===== src/design/fwtlv_pkg.sv =====
`timescale 1ns / 1ps
`default_nettype none
// ----------------------------------------------------------------------------
// fwtlv_pkg
// types, codes and constants shared by the tlv firmware image section parser
// ----------------------------------------------------------------------------
package fwtlv_pkg;

    localparam logic [31:0] MAGIC_WORD  = 32'h0a4c5749;
    localparam logic [31:0] SEP_CPU     = 32'hFFFFCCCC;
    localparam logic [31:0] SEP_PAGING  = 32'hAAAABBBB;
    localparam logic [31:0] TYPE_RT     = 32'd19;
    localparam logic [31:0] TYPE_INIT   = 32'd20;

    // header byte positions
    localparam logic [31:0] HDR_TYPE_POS  = 32'd3;
    localparam logic [31:0] HDR_LEN_POS   = 32'd7;
    localparam logic [31:0] HDR_MAJOR_POS = 32'd75;
    localparam logic [31:0] HDR_BUILD_POS = 32'd79;
    localparam logic [31:0] HDR_LAST_POS  = 32'd87;
    localparam logic [31:0] HDR_BYTES     = 32'd88;

    // record header offsets relative to record start
    localparam logic [31:0] REC_TYPE_REL = 32'd3;
    localparam logic [31:0] REC_LEN_REL  = 32'd7;
    localparam logic [31:0] REC_OFF_REL  = 32'd11;
    localparam logic [31:0] REC_HDR_LEN  = 32'd8;
    localparam logic [31:0] REC_DATA_OFS = 32'd12;
    localparam logic [31:0] SEC_OFF_LEN  = 32'd4;

    // result kinds
    localparam logic [2:0] KIND_HDR_OK    = 3'd0;
    localparam logic [2:0] KIND_KEPT      = 3'd1;
    localparam logic [2:0] KIND_DROPPED   = 3'd2;
    localparam logic [2:0] KIND_SHORT     = 3'd3;
    localparam logic [2:0] KIND_OVERRUN   = 3'd4;
    localparam logic [2:0] KIND_BAD_HDR   = 3'd5;
    localparam logic [2:0] KIND_SUMMARY   = 3'd6;

    // separator markers
    localparam logic [1:0] MARK_NONE   = 2'd0;
    localparam logic [1:0] MARK_CPU    = 2'd1;
    localparam logic [1:0] MARK_PAGING = 2'd2;

    // configuration register indexes
    localparam logic CFG_IMAGE_SIZE    = 1'b0;
    localparam logic CFG_SECTION_LIMIT = 1'b1;

    localparam logic [31:0] IMAGE_SIZE_RST    = 32'd1;
    localparam logic [9:0]  SECTION_LIMIT_RST = 10'd32;

    // result queue
    localparam int Q_DEPTH = 4;
    localparam int Q_AW    = $clog2(Q_DEPTH);
    localparam int Q_CW    = $clog2(Q_DEPTH + 1);

    typedef enum logic [5:0] {
        PH_HEADER  = 6'b000001,
        PH_RECHDR  = 6'b000010,
        PH_SECOFF  = 6'b000100,
        PH_SKIP    = 6'b001000,
        PH_STOPPED = 6'b010000,
        PH_ENDED   = 6'b100000
    } t_phase;

    typedef struct packed {
        logic [2:0]  kind;
        logic        is_init;
        logic [1:0]  marker;
        logic [31:0] value_a;
        logic [31:0] value_b;
        logic [31:0] value_c;
        logic        last;
    } t_result;

endpackage
`default_nettype wire


===== src/design/fwtlv_byte_if.sv =====
`timescale 1ns / 1ps
`default_nettype none
// ----------------------------------------------------------------------------
// fwtlv_byte_if
// valid/ready channel carrying one firmware image byte per request
// ----------------------------------------------------------------------------
interface fwtlv_byte_if;
    logic       valid;
    logic       ready;
    logic [7:0] data_byte;

    modport source (output valid, output data_byte, input ready);
    modport sink (input valid, input data_byte, output ready);
endinterface
`default_nettype wire


===== src/design/fwtlv_result_if.sv =====
`timescale 1ns / 1ps
`default_nettype none
// ----------------------------------------------------------------------------
// fwtlv_result_if
// valid/ready channel carrying one parser result per request
// ----------------------------------------------------------------------------
interface fwtlv_result_if;
    logic        valid;
    logic        ready;
    logic [2:0]  kind;
    logic        is_init;
    logic [1:0]  marker;
    logic [31:0] value_a;
    logic [31:0] value_b;
    logic [31:0] value_c;
    logic        last;

    modport source (output valid, output kind, output is_init, output marker,
                    output value_a, output value_b, output value_c, output last,
                    input ready);
    modport sink (input valid, input kind, input is_init, input marker,
                  input value_a, input value_b, input value_c, input last,
                  output ready);
endinterface
`default_nettype wire


===== src/design/firmware_tlv_section_parser_core.sv =====
`timescale 1ns / 1ps
`default_nettype none
// ----------------------------------------------------------------------------
// firmware_tlv_section_parser_core
// streaming parser for a tlv firmware image: checks the header, walks the
// type/length records and reports sections, errors and a final summary
// ----------------------------------------------------------------------------
//
//  channel    dir   handshake        payload
//  i_byte     in    valid / ready    data_byte[7:0]
//  o_result   out   valid / ready    kind, is_init, marker, value_a/b/c, last
//  cfg        in    i_cfg_we         i_cfg_idx (0 image_size, 1 section_limit),
//                                    i_cfg_data[31:0]
//
//  one image byte is taken per cycle while i_byte.ready is high; all parser
//  state updates at the edge that takes the byte, and its results (at most
//  two) enter a 4-entry result queue in that same edge
//  the result queue drains one request per cycle while o_result.ready is high;
//  i_byte.ready drops only while fewer than two queue slots are free
//  reset (synchronous, i_rst_n low) returns the parser to the header phase,
//  empties the queue and loads the register reset values
//
module firmware_tlv_section_parser_core (
    input  wire logic        i_clk,
    input  wire logic        i_rst_n,
    fwtlv_byte_if.sink       i_byte,
    fwtlv_result_if.source   o_result,
    input  wire logic        i_cfg_we,
    input  wire logic        i_cfg_idx,
    input  wire logic [31:0] i_cfg_data
);

    // configuration registers
    logic [31:0] r_image_size;
    logic [9:0]  r_section_limit;

    // parser state
    fwtlv_pkg::t_phase r_phase, n_phase;
    logic [31:0] r_pos, n_pos;
    logic [31:0] r_word, n_word;
    logic [31:0] r_rtype, n_rtype;
    logic [31:0] r_rlen, n_rlen;
    logic [31:0] r_pleft, n_pleft;
    logic [31:0] r_rstart, n_rstart;
    logic [9:0]  r_kept, n_kept;
    logic [31:0] r_rcount, n_rcount;
    logic [31:0] r_vmajor, n_vmajor;
    logic [31:0] r_build, n_build;

    // result queue
    fwtlv_pkg::t_result r_q [fwtlv_pkg::Q_DEPTH];
    logic [fwtlv_pkg::Q_AW-1:0] r_wr_ptr, r_rd_ptr;
    logic [fwtlv_pkg::Q_CW-1:0] r_count;

    // per-byte decode
    logic        in_fire;
    logic        out_fire;
    logic        active;
    logic        is_last;
    logic [31:0] w;
    logic [31:0] rel;
    logic        is_sec;
    logic [33:0] rec_end;
    logic        ev_v;
    logic        sm_v;
    fwtlv_pkg::t_result ev;
    fwtlv_pkg::t_result sm;
    fwtlv_pkg::t_result push0;
    fwtlv_pkg::t_result push1;
    logic [1:0]  n_push;
    logic [31:0] trail;

    // queue has room for the worst case of two results
    assign i_byte.ready = (r_count <= fwtlv_pkg::Q_CW'(fwtlv_pkg::Q_DEPTH - 2));
    assign in_fire      = i_byte.valid & i_byte.ready;
    assign out_fire     = o_result.valid & o_result.ready;

    // bytes at or past the image end, or after the stream has ended, are dropped
    assign active  = (r_phase != fwtlv_pkg::PH_ENDED) && (r_pos < r_image_size);
    assign is_last = ({1'b0, r_pos} + 33'd1) == {1'b0, r_image_size};
    // little-endian word: newest byte enters at the top
    assign w       = {i_byte.data_byte, r_word[31:8]};
    assign rel     = r_pos - r_rstart;
    assign is_sec  = (r_rtype == fwtlv_pkg::TYPE_RT) || (r_rtype == fwtlv_pkg::TYPE_INIT);
    assign rec_end = {2'b00, r_rstart} + 34'(fwtlv_pkg::REC_HDR_LEN) + {2'b00, w};

    always_comb begin
        n_phase  = r_phase;
        n_pos    = r_pos;
        n_word   = r_word;
        n_rtype  = r_rtype;
        n_rlen   = r_rlen;
        n_pleft  = r_pleft;
        n_rstart = r_rstart;
        n_kept   = r_kept;
        n_rcount = r_rcount;
        n_vmajor = r_vmajor;
        n_build  = r_build;
        ev_v     = 1'b0;
        ev       = '0;
        sm_v     = 1'b0;
        sm       = '0;
        trail    = '0;

        if (in_fire && active) begin
            n_word = w;
            if (r_pos != 32'hFFFFFFFF) begin
                n_pos = r_pos + 32'd1;
            end

            case (r_phase)
                fwtlv_pkg::PH_HEADER: begin
                    if (r_pos == fwtlv_pkg::HDR_TYPE_POS)  n_rtype  = w;
                    if (r_pos == fwtlv_pkg::HDR_LEN_POS)   n_rlen   = w;
                    if (r_pos == fwtlv_pkg::HDR_MAJOR_POS) n_vmajor = w;
                    if (r_pos == fwtlv_pkg::HDR_BUILD_POS) n_build  = w;
                    if (r_pos == fwtlv_pkg::HDR_LAST_POS) begin
                        ev_v = 1'b1;
                        if (r_rtype == 32'd0 && r_rlen == fwtlv_pkg::MAGIC_WORD) begin
                            ev.kind    = fwtlv_pkg::KIND_HDR_OK;
                            ev.value_a = r_vmajor;
                            ev.value_b = r_build;
                            n_rstart   = fwtlv_pkg::HDR_BYTES;
                            n_phase    = fwtlv_pkg::PH_RECHDR;
                        end else begin
                            ev.kind = fwtlv_pkg::KIND_BAD_HDR;
                            n_phase = fwtlv_pkg::PH_ENDED;
                        end
                    end else if (is_last) begin
                        // image ends inside the header
                        ev_v    = 1'b1;
                        ev.kind = fwtlv_pkg::KIND_BAD_HDR;
                        n_phase = fwtlv_pkg::PH_ENDED;
                    end
                end
                fwtlv_pkg::PH_RECHDR: begin
                    if (rel == fwtlv_pkg::REC_TYPE_REL) n_rtype = w;
                    if (rel == fwtlv_pkg::REC_LEN_REL) begin
                        n_rlen = w;
                        if (rec_end > {2'b00, r_image_size}) begin
                            ev_v       = 1'b1;
                            ev.kind    = fwtlv_pkg::KIND_OVERRUN;
                            ev.value_a = r_rstart;
                            n_phase    = fwtlv_pkg::PH_STOPPED;
                        end else begin
                            n_rcount = r_rcount + 32'd1;
                            n_pleft  = w;
                            if (is_sec && w >= fwtlv_pkg::SEC_OFF_LEN) begin
                                n_phase = fwtlv_pkg::PH_SECOFF;
                            end else begin
                                if (is_sec) begin
                                    // section too short for its offset word
                                    ev_v       = 1'b1;
                                    ev.kind    = fwtlv_pkg::KIND_SHORT;
                                    ev.is_init = (r_rtype == fwtlv_pkg::TYPE_INIT);
                                end
                                if (w == 32'd0) begin
                                    n_rstart = r_rstart + fwtlv_pkg::REC_HDR_LEN;
                                    n_phase  = fwtlv_pkg::PH_RECHDR;
                                end else begin
                                    n_phase = fwtlv_pkg::PH_SKIP;
                                end
                            end
                        end
                    end
                end
                fwtlv_pkg::PH_SECOFF: begin
                    n_pleft = r_pleft - 32'd1;
                    if (rel == fwtlv_pkg::REC_OFF_REL) begin
                        ev_v       = 1'b1;
                        ev.is_init = (r_rtype == fwtlv_pkg::TYPE_INIT);
                        if (w == fwtlv_pkg::SEP_CPU) begin
                            ev.marker = fwtlv_pkg::MARK_CPU;
                        end else if (w == fwtlv_pkg::SEP_PAGING) begin
                            ev.marker = fwtlv_pkg::MARK_PAGING;
                        end else begin
                            ev.marker = fwtlv_pkg::MARK_NONE;
                        end
                        if (r_kept < r_section_limit) begin
                            ev.kind = fwtlv_pkg::KIND_KEPT;
                            n_kept  = r_kept + 10'd1;
                        end else begin
                            ev.kind = fwtlv_pkg::KIND_DROPPED;
                        end
                        ev.value_a = w;
                        ev.value_b = r_rlen - fwtlv_pkg::SEC_OFF_LEN;
                        ev.value_c = r_rstart + fwtlv_pkg::REC_DATA_OFS;
                        if (n_pleft == 32'd0) begin
                            n_rstart = r_rstart + fwtlv_pkg::REC_HDR_LEN + r_rlen;
                            n_phase  = fwtlv_pkg::PH_RECHDR;
                        end else begin
                            n_phase = fwtlv_pkg::PH_SKIP;
                        end
                    end
                end
                fwtlv_pkg::PH_SKIP: begin
                    n_pleft = r_pleft - 32'd1;
                    if (n_pleft == 32'd0) begin
                        n_rstart = r_rstart + fwtlv_pkg::REC_HDR_LEN + r_rlen;
                        n_phase  = fwtlv_pkg::PH_RECHDR;
                    end
                end
                default: begin
                end
            endcase

            // summary on the final image byte
            if (is_last && n_phase != fwtlv_pkg::PH_ENDED) begin
                trail = r_image_size - n_rstart;
                if (n_phase == fwtlv_pkg::PH_STOPPED) begin
                    trail = trail - fwtlv_pkg::REC_HDR_LEN;
                end
                sm_v       = 1'b1;
                sm.kind    = fwtlv_pkg::KIND_SUMMARY;
                sm.value_a = n_rcount;
                sm.value_b = {22'd0, n_kept};
                sm.value_c = trail;
                n_phase    = fwtlv_pkg::PH_ENDED;
            end
        end
    end

    // order the results of this byte and flag the final one
    always_comb begin
        push0 = '0;
        push1 = '0;
        n_push = 2'd0;
        if (ev_v && sm_v) begin
            push0      = ev;
            push1      = sm;
            push1.last = 1'b1;
            n_push     = 2'd2;
        end else if (ev_v) begin
            push0      = ev;
            push0.last = 1'b1;
            n_push     = 2'd1;
        end else if (sm_v) begin
            push0      = sm;
            push0.last = 1'b1;
            n_push     = 2'd1;
        end
    end

    // control state
    always_ff @(posedge i_clk) begin
        if (!i_rst_n) begin
            r_image_size    <= fwtlv_pkg::IMAGE_SIZE_RST;
            r_section_limit <= fwtlv_pkg::SECTION_LIMIT_RST;
            r_phase         <= fwtlv_pkg::PH_HEADER;
            r_pos           <= '0;
            r_word          <= '0;
            r_rtype         <= '0;
            r_rlen          <= '0;
            r_pleft         <= '0;
            r_rstart        <= '0;
            r_kept          <= '0;
            r_rcount        <= '0;
            r_vmajor        <= '0;
            r_build         <= '0;
            r_wr_ptr        <= '0;
            r_rd_ptr        <= '0;
            r_count         <= '0;
        end else begin
            if (i_cfg_we) begin
                case (i_cfg_idx)
                    fwtlv_pkg::CFG_IMAGE_SIZE:    r_image_size    <= i_cfg_data;
                    fwtlv_pkg::CFG_SECTION_LIMIT: r_section_limit <= i_cfg_data[9:0];
                    default: begin
                    end
                endcase
            end
            r_phase  <= n_phase;
            r_pos    <= n_pos;
            r_word   <= n_word;
            r_rtype  <= n_rtype;
            r_rlen   <= n_rlen;
            r_pleft  <= n_pleft;
            r_rstart <= n_rstart;
            r_kept   <= n_kept;
            r_rcount <= n_rcount;
            r_vmajor <= n_vmajor;
            r_build  <= n_build;
            r_wr_ptr <= r_wr_ptr + fwtlv_pkg::Q_AW'(n_push);
            if (out_fire) begin
                r_rd_ptr <= r_rd_ptr + fwtlv_pkg::Q_AW'(1);
            end
            r_count <= r_count + fwtlv_pkg::Q_CW'(n_push)
                       - fwtlv_pkg::Q_CW'(out_fire);
        end
    end

    // queue payload, no reset
    always_ff @(posedge i_clk) begin
        if (n_push != 2'd0) begin
            r_q[r_wr_ptr] <= push0;
        end
        if (n_push == 2'd2) begin
            r_q[r_wr_ptr + fwtlv_pkg::Q_AW'(1)] <= push1;
        end
    end

    assign o_result.valid   = (r_count != '0);
    assign o_result.kind    = r_q[r_rd_ptr].kind;
    assign o_result.is_init = r_q[r_rd_ptr].is_init;
    assign o_result.marker  = r_q[r_rd_ptr].marker;
    assign o_result.value_a = r_q[r_rd_ptr].value_a;
    assign o_result.value_b = r_q[r_rd_ptr].value_b;
    assign o_result.value_c = r_q[r_rd_ptr].value_c;
    assign o_result.last    = r_q[r_rd_ptr].last;

`ifndef NO_ASSERTIONS
    // queue never holds more than its depth
    a_q_bound: assert property (@(posedge i_clk) disable iff (!i_rst_n)
        r_count <= fwtlv_pkg::Q_CW'(fwtlv_pkg::Q_DEPTH))
        else $error("result queue overflow");

    // once the stream has ended the parser stays ended
    a_ended_sticky: assert property (@(posedge i_clk) disable iff (!i_rst_n)
        (r_phase == fwtlv_pkg::PH_ENDED) |=> (r_phase == fwtlv_pkg::PH_ENDED))
        else $error("parser left the ended phase");

    // two results from one byte only when the second is the summary
    a_pair_summary: assert property (@(posedge i_clk) disable iff (!i_rst_n)
        (n_push == 2'd2) |-> (push1.kind == fwtlv_pkg::KIND_SUMMARY && push1.last))
        else $error("second result of a byte is not the summary");

    // a summary always moves the parser to the ended phase
    a_summary_ends: assert property (@(posedge i_clk) disable iff (!i_rst_n)
        sm_v |=> (r_phase == fwtlv_pkg::PH_ENDED))
        else $error("summary without ending the stream");
`endif

endmodule
`default_nettype wire

===== src/flat_wrapper.sv =====
// flat-port wrapper written by rule: the top's interface ports become plain ports
module firmware_tlv_section_parser_core_flat 
  (i_clk, i_rst_n, i_cfg_we, i_cfg_idx, i_cfg_data, i_byte_valid, i_byte_data_byte, i_byte_ready, o_result_valid, o_result_kind, o_result_is_init, o_result_marker, o_result_value_a, o_result_value_b, o_result_value_c, o_result_last, o_result_ready);
  fwtlv_byte_if i_byte_i ();
  fwtlv_result_if o_result_i ();
  input  wire logic i_clk;
  input  wire logic i_rst_n;
  input  wire logic i_cfg_we;
  input  wire logic i_cfg_idx;
  input  wire logic [31:0] i_cfg_data;
  input wire logic [$bits(i_byte_i.valid)-1:0] i_byte_valid;
  input wire logic [$bits(i_byte_i.data_byte)-1:0] i_byte_data_byte;
  output wire logic [$bits(i_byte_i.ready)-1:0] i_byte_ready;
  output wire logic [$bits(o_result_i.valid)-1:0] o_result_valid;
  output wire logic [$bits(o_result_i.kind)-1:0] o_result_kind;
  output wire logic [$bits(o_result_i.is_init)-1:0] o_result_is_init;
  output wire logic [$bits(o_result_i.marker)-1:0] o_result_marker;
  output wire logic [$bits(o_result_i.value_a)-1:0] o_result_value_a;
  output wire logic [$bits(o_result_i.value_b)-1:0] o_result_value_b;
  output wire logic [$bits(o_result_i.value_c)-1:0] o_result_value_c;
  output wire logic [$bits(o_result_i.last)-1:0] o_result_last;
  input wire logic [$bits(o_result_i.ready)-1:0] o_result_ready;
  assign i_byte_i.valid = i_byte_valid;
  assign i_byte_i.data_byte = i_byte_data_byte;
  assign i_byte_ready = i_byte_i.ready;
  assign o_result_valid = o_result_i.valid;
  assign o_result_kind = o_result_i.kind;
  assign o_result_is_init = o_result_i.is_init;
  assign o_result_marker = o_result_i.marker;
  assign o_result_value_a = o_result_i.value_a;
  assign o_result_value_b = o_result_i.value_b;
  assign o_result_value_c = o_result_i.value_c;
  assign o_result_last = o_result_i.last;
  assign o_result_i.ready = o_result_ready;
  firmware_tlv_section_parser_core u_core (.i_clk(i_clk), .i_rst_n(i_rst_n), .i_byte(i_byte_i), .o_result(o_result_i), .i_cfg_we(i_cfg_we), .i_cfg_idx(i_cfg_idx), .i_cfg_data(i_cfg_data));
endmodule

===== config.mk =====
export PLATFORM = sky130hd
export DESIGN_NAME = firmware_tlv_section_parser_core_flat
export DESIGN_NICKNAME = d
export VERILOG_FILES = /design/src/design/fwtlv_pkg.sv /design/src/design/fwtlv_byte_if.sv /design/src/design/fwtlv_result_if.sv /design/src/design/firmware_tlv_section_parser_core.sv /design/src/flat_wrapper.sv
export SDC_FILE = /design/constraint.sdc
export NUM_CORES = 2
export LEC_CHECK = 0
export BUFFER_PORTS_ARGS = -buffer_cell sky130_fd_sc_hd__buf_4
export CORE_MARGIN = 4
export CORE_UTILIZATION = 30
export CTS_CLUSTER_DIAMETER = 30
export DETAILED_ROUTE_END_ITERATION = 6
export PLACE_DENSITY = 0.55
export RECOVER_POWER = 50
export SKIP_LAST_GASP = 1
export SYNTH_ARGS = -nofsm -noshare
export SYNTH_HDL_FRONTEND = slang
export SYNTH_SLANG_ARGS = --single-unit

===== constraint.sdc =====
create_clock -name i_clk -period 27.9 [get_ports i_clk]
set_clock_uncertainty 0.2 [all_clocks]
set_input_delay 2.79 -clock i_clk [delete_from_list [all_inputs] [get_ports i_clk]]
set_output_delay 2.79 -clock i_clk [all_outputs]
set_load 0.01 [all_outputs]

Word level (Yosys, flattened, before mapping)
Memory sizes are Yosys's and may differ from the RTL's. A register that Yosys moved wholly into a read port is not among the register bits.
Cells that the tools add are included.
Widths: inputs -> output; s select.

cells by class
  $add $sub $neg = 19
  magnitude comparators = 5
  equality and inequality tests = 28
  mux-type cells = 90
  bitwise logic cells = 3
  reductions and logical operators = 23

operators with widths
  operator               count
  $mux 32                22
  $mux 103               4
  $pmux 32 s2            4
  $mux 102               2
  $mux 96                2
  $mux 64                2
  $pmux 32 s4            1
  $eq 32x7->1 const B    3
  $logic_not 32->1       3
  $pmux 32 s3            1
  $add 32x1->32 const B  2
  $add 32x4->32 const B  2
  $eq 32x2->1 const B    2
  $eq 32x3->1 const B    2
  $eq 32x32->1 const B   2
  $eq 32x5->1 const B    2
  $sub 32x32->32         2
  $mux 6                 9
  $add 34x32->34         1
  $gt 34x32->1           1
  $add 32x1->33 const B  1
  $add 32x4->33 const B  1
  $eq 33x32->1           1
  $add 32x32->32         1
  43 further kinds       95

word-level totals
  register bits after elaboration = 353
  RAM bits = 412
  input bits = 46
  output and inout bits = 105
  word-level logic and storage cells = 185
  memories = 1

memory list
  name        words  bits a word  rd ports  clocked after Yosys merged registers in  wr ports  line                                    source
  u_core.r_q  4      103          1         1                                        2         firmware_tlv_section_parser_core.sv:51  fwtlv_pkg::t_result r_q [fwtlv_pkg::Q_DEPTH];

Longest topological paths before layout
  depth in word-level cells = 18
  mapped depth = 60
  mapped depth without buffers = 57

Least setup slack after synthesis
No wires, ideal clock.

  path type = register -> register
  from = register u_core.r_rstart[5]
  to = memory u_core.r_q[0][32] (netlist bit) (data pin)
  library setup time = 0.274 ns
  arrival time = 12.242 ns
  required time = 27.426 ns
  slack = 15.184 ns
  cell stages (with the launch flop) = 57
  path buffers = 2
  cell sequence = dfxtp_1 clkbuf_1 nand2_1 inv_1 nand4_1 nor2_1 nand2_1 xnor2_1 ha_1 a21o_1 a21oi_1 o221ai_1 or3_1 o221a_2 o21ai_0 a21boi_0 o21a_1 o21a_1 [... 21 more ...] nand2_1 ha_1 o2111ai_2 a31oi_1 o21ai_2 and2b_1 xnor2_1 or4b_1 or2_4 or3_4 or4_1 nand2b_4 nand3b_4 or4b_1 nor3_2 xnor2_1 xor2_1 o22ai_1

RTL lines
  what                    line                                     source
  start, declared         firmware_tlv_section_parser_core.sv:44   logic [31:0] r_rstart, n_rstart;
  start signal, assigned  firmware_tlv_section_parser_core.sv:278  r_rstart <= n_rstart;
  end, declared           firmware_tlv_section_parser_core.sv:51

==> summary.md <==
| Metric | Value |
|---|---|
| Number of max-cap violations | `21` |
| Synth Register Bits | `approximately 760` |
| Worst hold path type | `flop to flop` |
| Final #Nets | `5539` |
| Hold Worst Slack | `between 0.2 and 0.25 ns` |
| Peak fanout along the critical path | `51` |
| Avg Inst Size Synth | `9.00 um2` |
| # DRC | `0` |
| H-tree depth | `4` |
| Commonest non-fill, non-tap cell in the layout | `nand2_1` |
| Post-synthesis sequential area ratio | `around two fifths` |
| Setup tns final | `0 ns` |
| Final HPWL DP | `143 mm` |
| Synth cell types | `approximately 100` |
| GRT Residual Overflow | `0` |
| Proportion of layout cells with a drive suffix above 1 | `between 10% and 20%` |
| Failing checks | `max-capacitance violations, max-slew violations` |
| Clk Latency, worst-skew pair | `0.84 ns` |
| Reg with most FFs | `u_core.r_q` |
| Vias per cell | `5.77` |
| VDD IR-drop max | `approximately 64 uV` |
| Cell family with most CP delay | `simple AND/OR/NAND/NOR gates` |
| Clock Tree Buf Depth | `3` |
| Pwr/cell area | `84.9 nW/um2` |
| Hold Startpoint | `u_core.r_q[0][100]` |
| CTS buffer count | `197` |
| Die width | `about 400 um` |
| Startpoint types | `flop` |
| Final min period | `16.25 ns` |
| Max FFs per register | `412` |
| Worst-path clk slew | `around 0.05 ns` |
| Final Hold Viols | `0` |
| Post-Synthesis Cell Area | `around 47000 um2` |
| Worst R2R End | `u_core.r_q[0][92]` |
| Yosys warns | `0` |
| Initial Util | `a little under a third` |
| Gpl congestion | `between 0.9 and 1` |
| Crit Path Class | `flop to flop` |
| Synth top area share | `19.8%` |
| Worst EP arrival | `around 16 ns` |
| Post-CTS Hold Fix Bufs | `0` |
| Wire per inst | `26.5 um` |
| Most frequent cells in the layout | `nand2_1 (559), dfxtp_1 (450), nor2_1 (449)` |
| Synth area leader | `edfxtp_1` |
| Final Setup Violations | `0` |
| RSZ-0062 raised after global routing | `no` |
| Clock sinks | `between 700 and 800` |
| Result of the run | `finished, violations left` |
| Worst Reg2Reg Path Length in Cells | `42` |
| Core area | `around 150000 um2` |
| Post-synthesis cell count | `just over 5000` |
| WP data required | `between 20 and 30 ns` |
| Ranking of synthesized cells by area | `edfxtp_1 (20%), dfxtp_1 (19%), ha_1 (5.8%)` |
| DRT iter0 DRCs | `5034` |
| Fmax achieved | `a little over 60 MHz` |
| I/O pin count | `151` |
| Vert. Die Dim | `403 um` |
| CP max stage cell | `nor2_1` |
| Number of antenna violations at the first check in global routing | `11` |
| CTS tree | `yes` |
| Gr usage total | `23.6%` |
| Async set-reset flop share out of synthesis | `0%` |
| Vias in the first global route | `40800` |
| Syn Nets | `5459` |
| Endpoint type of the worst setup path | `flop` |
| Final worst path period share | `58.2%` |
| Number of synthesized flops with an enable pin | `308` |
| # rows | `approximately 140` |
| Slew @ Worst Pin | `between 4 and 5 ns` |
| Hold path depth | `2` |
| Buffers on Ports | `150` |
| Leakage power | `19.9 nW` |
| Reg2Reg Launch Point | `u_core.r_rstart[3]` |
| CTS root buf | `clkbuf_16` |
| Buf/Inv on CP | `4` |
| Final Slew Violations | `a little under 900` |
| Antenna-violating nets left | `0` |
| Max-slew headroom | `-204%` |
| CP max stage delay | `2.63 ns` |
| Reg2reg setup slack | `11.65 ns` |
| Setup bufs post-CTS | `0` |
| Die area | `around 160000 um2` |
| Number of gates resized after CTS | `0` |
| Drt pass-1 iters | `6` |
| P&R area growth vs syn | `20.8%` |
| Most used DFF post-synth | `dfxtp_1` |
| Detailed-route wire length | `a little under 200 mm` |
| Largest net degree at the start of global routing | `126` |
| First-pass GRT wire length | `286 mm` |
| Via count | `43200` |
| Hold Path Sink | `u_core.r_q[0][100]` |
==> Yosys cell counts, types with 58 or more instances <==
cell      instances
dfxtp_1         451
nand2_1         562
a21oi_1         362
a22oi_1          71
xor2_1          121
clkbuf_1        304
ha_1            217
edfxtp_1        308
o22ai_1         284
inv_1           139
mux4_2          103
nand3_1         110
nor2_1          454
nor3_1          107
mux2i_1         102
xnor2_1         222
nor4_1           69
or3_1            58
nand4_1          74
a21o_1          109
o21ai_0         257
==> stage by stage <==
stage | power, W | util, % | worst slack, ns | cell area [um2] | instances
2_1_floorplan | 0.00199 | - | 15.18 | 46700 | 5191
3_3_place_gp | 0.00243 | 32.3 | 13.30 | 49900 | 7116
3_5_place_dp | 0.00244 | 32.3 | 13.24 | 49900 | 7116
4_1_cts | 0.00483 | 36.9 | 13.18 | 57000 | 7488
5_1_grt | 0.00496 | 36.6 | 11.07 | 56500 | 7488
6_report | 0.00479 | 36.6 | 11.65 | 56500 | 7493
==> worst max-delay path by stage <==
stage	startpoint	to	cells past startpoint
finish	u_core.r_rstart[3]	u_core.r_q[0][92]	42
global route	u_core.r_rstart[3]	u_core.r_q[0][94]	42
CTS	u_core.r_rstart[3]	u_core.r_q[3][32]	55
detailed placement	u_core.r_rstart[3]	u_core.r_q[3][32]	55
global placement	u_core.r_rstart[3]	u_core.r_q[2][32]	55
floorplan	u_core.r_rstart[5]	u_core.r_q[0][32]	56
==> where the power goes <==
group / switching, W / internal [W]
logic: 0.000747 / 0.000419
registers: 0.0000675 / 0.00118
clock network: 0.000776 / 0.00161
total: 0.00159 / 0.00320
==> area by class of cell <==
type	count	area [um2]
diodes	5	12.5
inverters	143	543
well taps	2044	2560
repair buffers	240	1370
clock buffers	236	5280
multi-input cells	3930	26600
fillers	15600	97900
clock inverters	136	1820
flip-flops and latches	759	18300
==> metal layers <==
metal	vias up	GRT usage, %	share of wire [%]
met2	2099	34.5	42
met1	21300	32.7	44
met3	362	5.19	8.7
met5	-	0	0.020
li1	19500	-	-
met4	6	12.2	5.6
==> worst min-delay path, stage by stage, from the launching register on <==
cell and delay, ns:
dfxtp_1 0.32, nand2_1 0.04, o21ai_0 0.05
==> kinds of logic after synthesis <==
| kind of cell | synth area share, % |
|---|---|
| flip-flops | 39.1 |
| XOR/XNOR | 6.43 |
| multiplexers | 7.27 |
| AND/OR/NAND/NOR | 17.9 |
| AO/OA/AOI/OAI | 19.2 |
| adder cells (fa/ha/maj) | 6.02 |
| buffers and inverters | 4.14 |
Power figures use the tool's default switching activity.
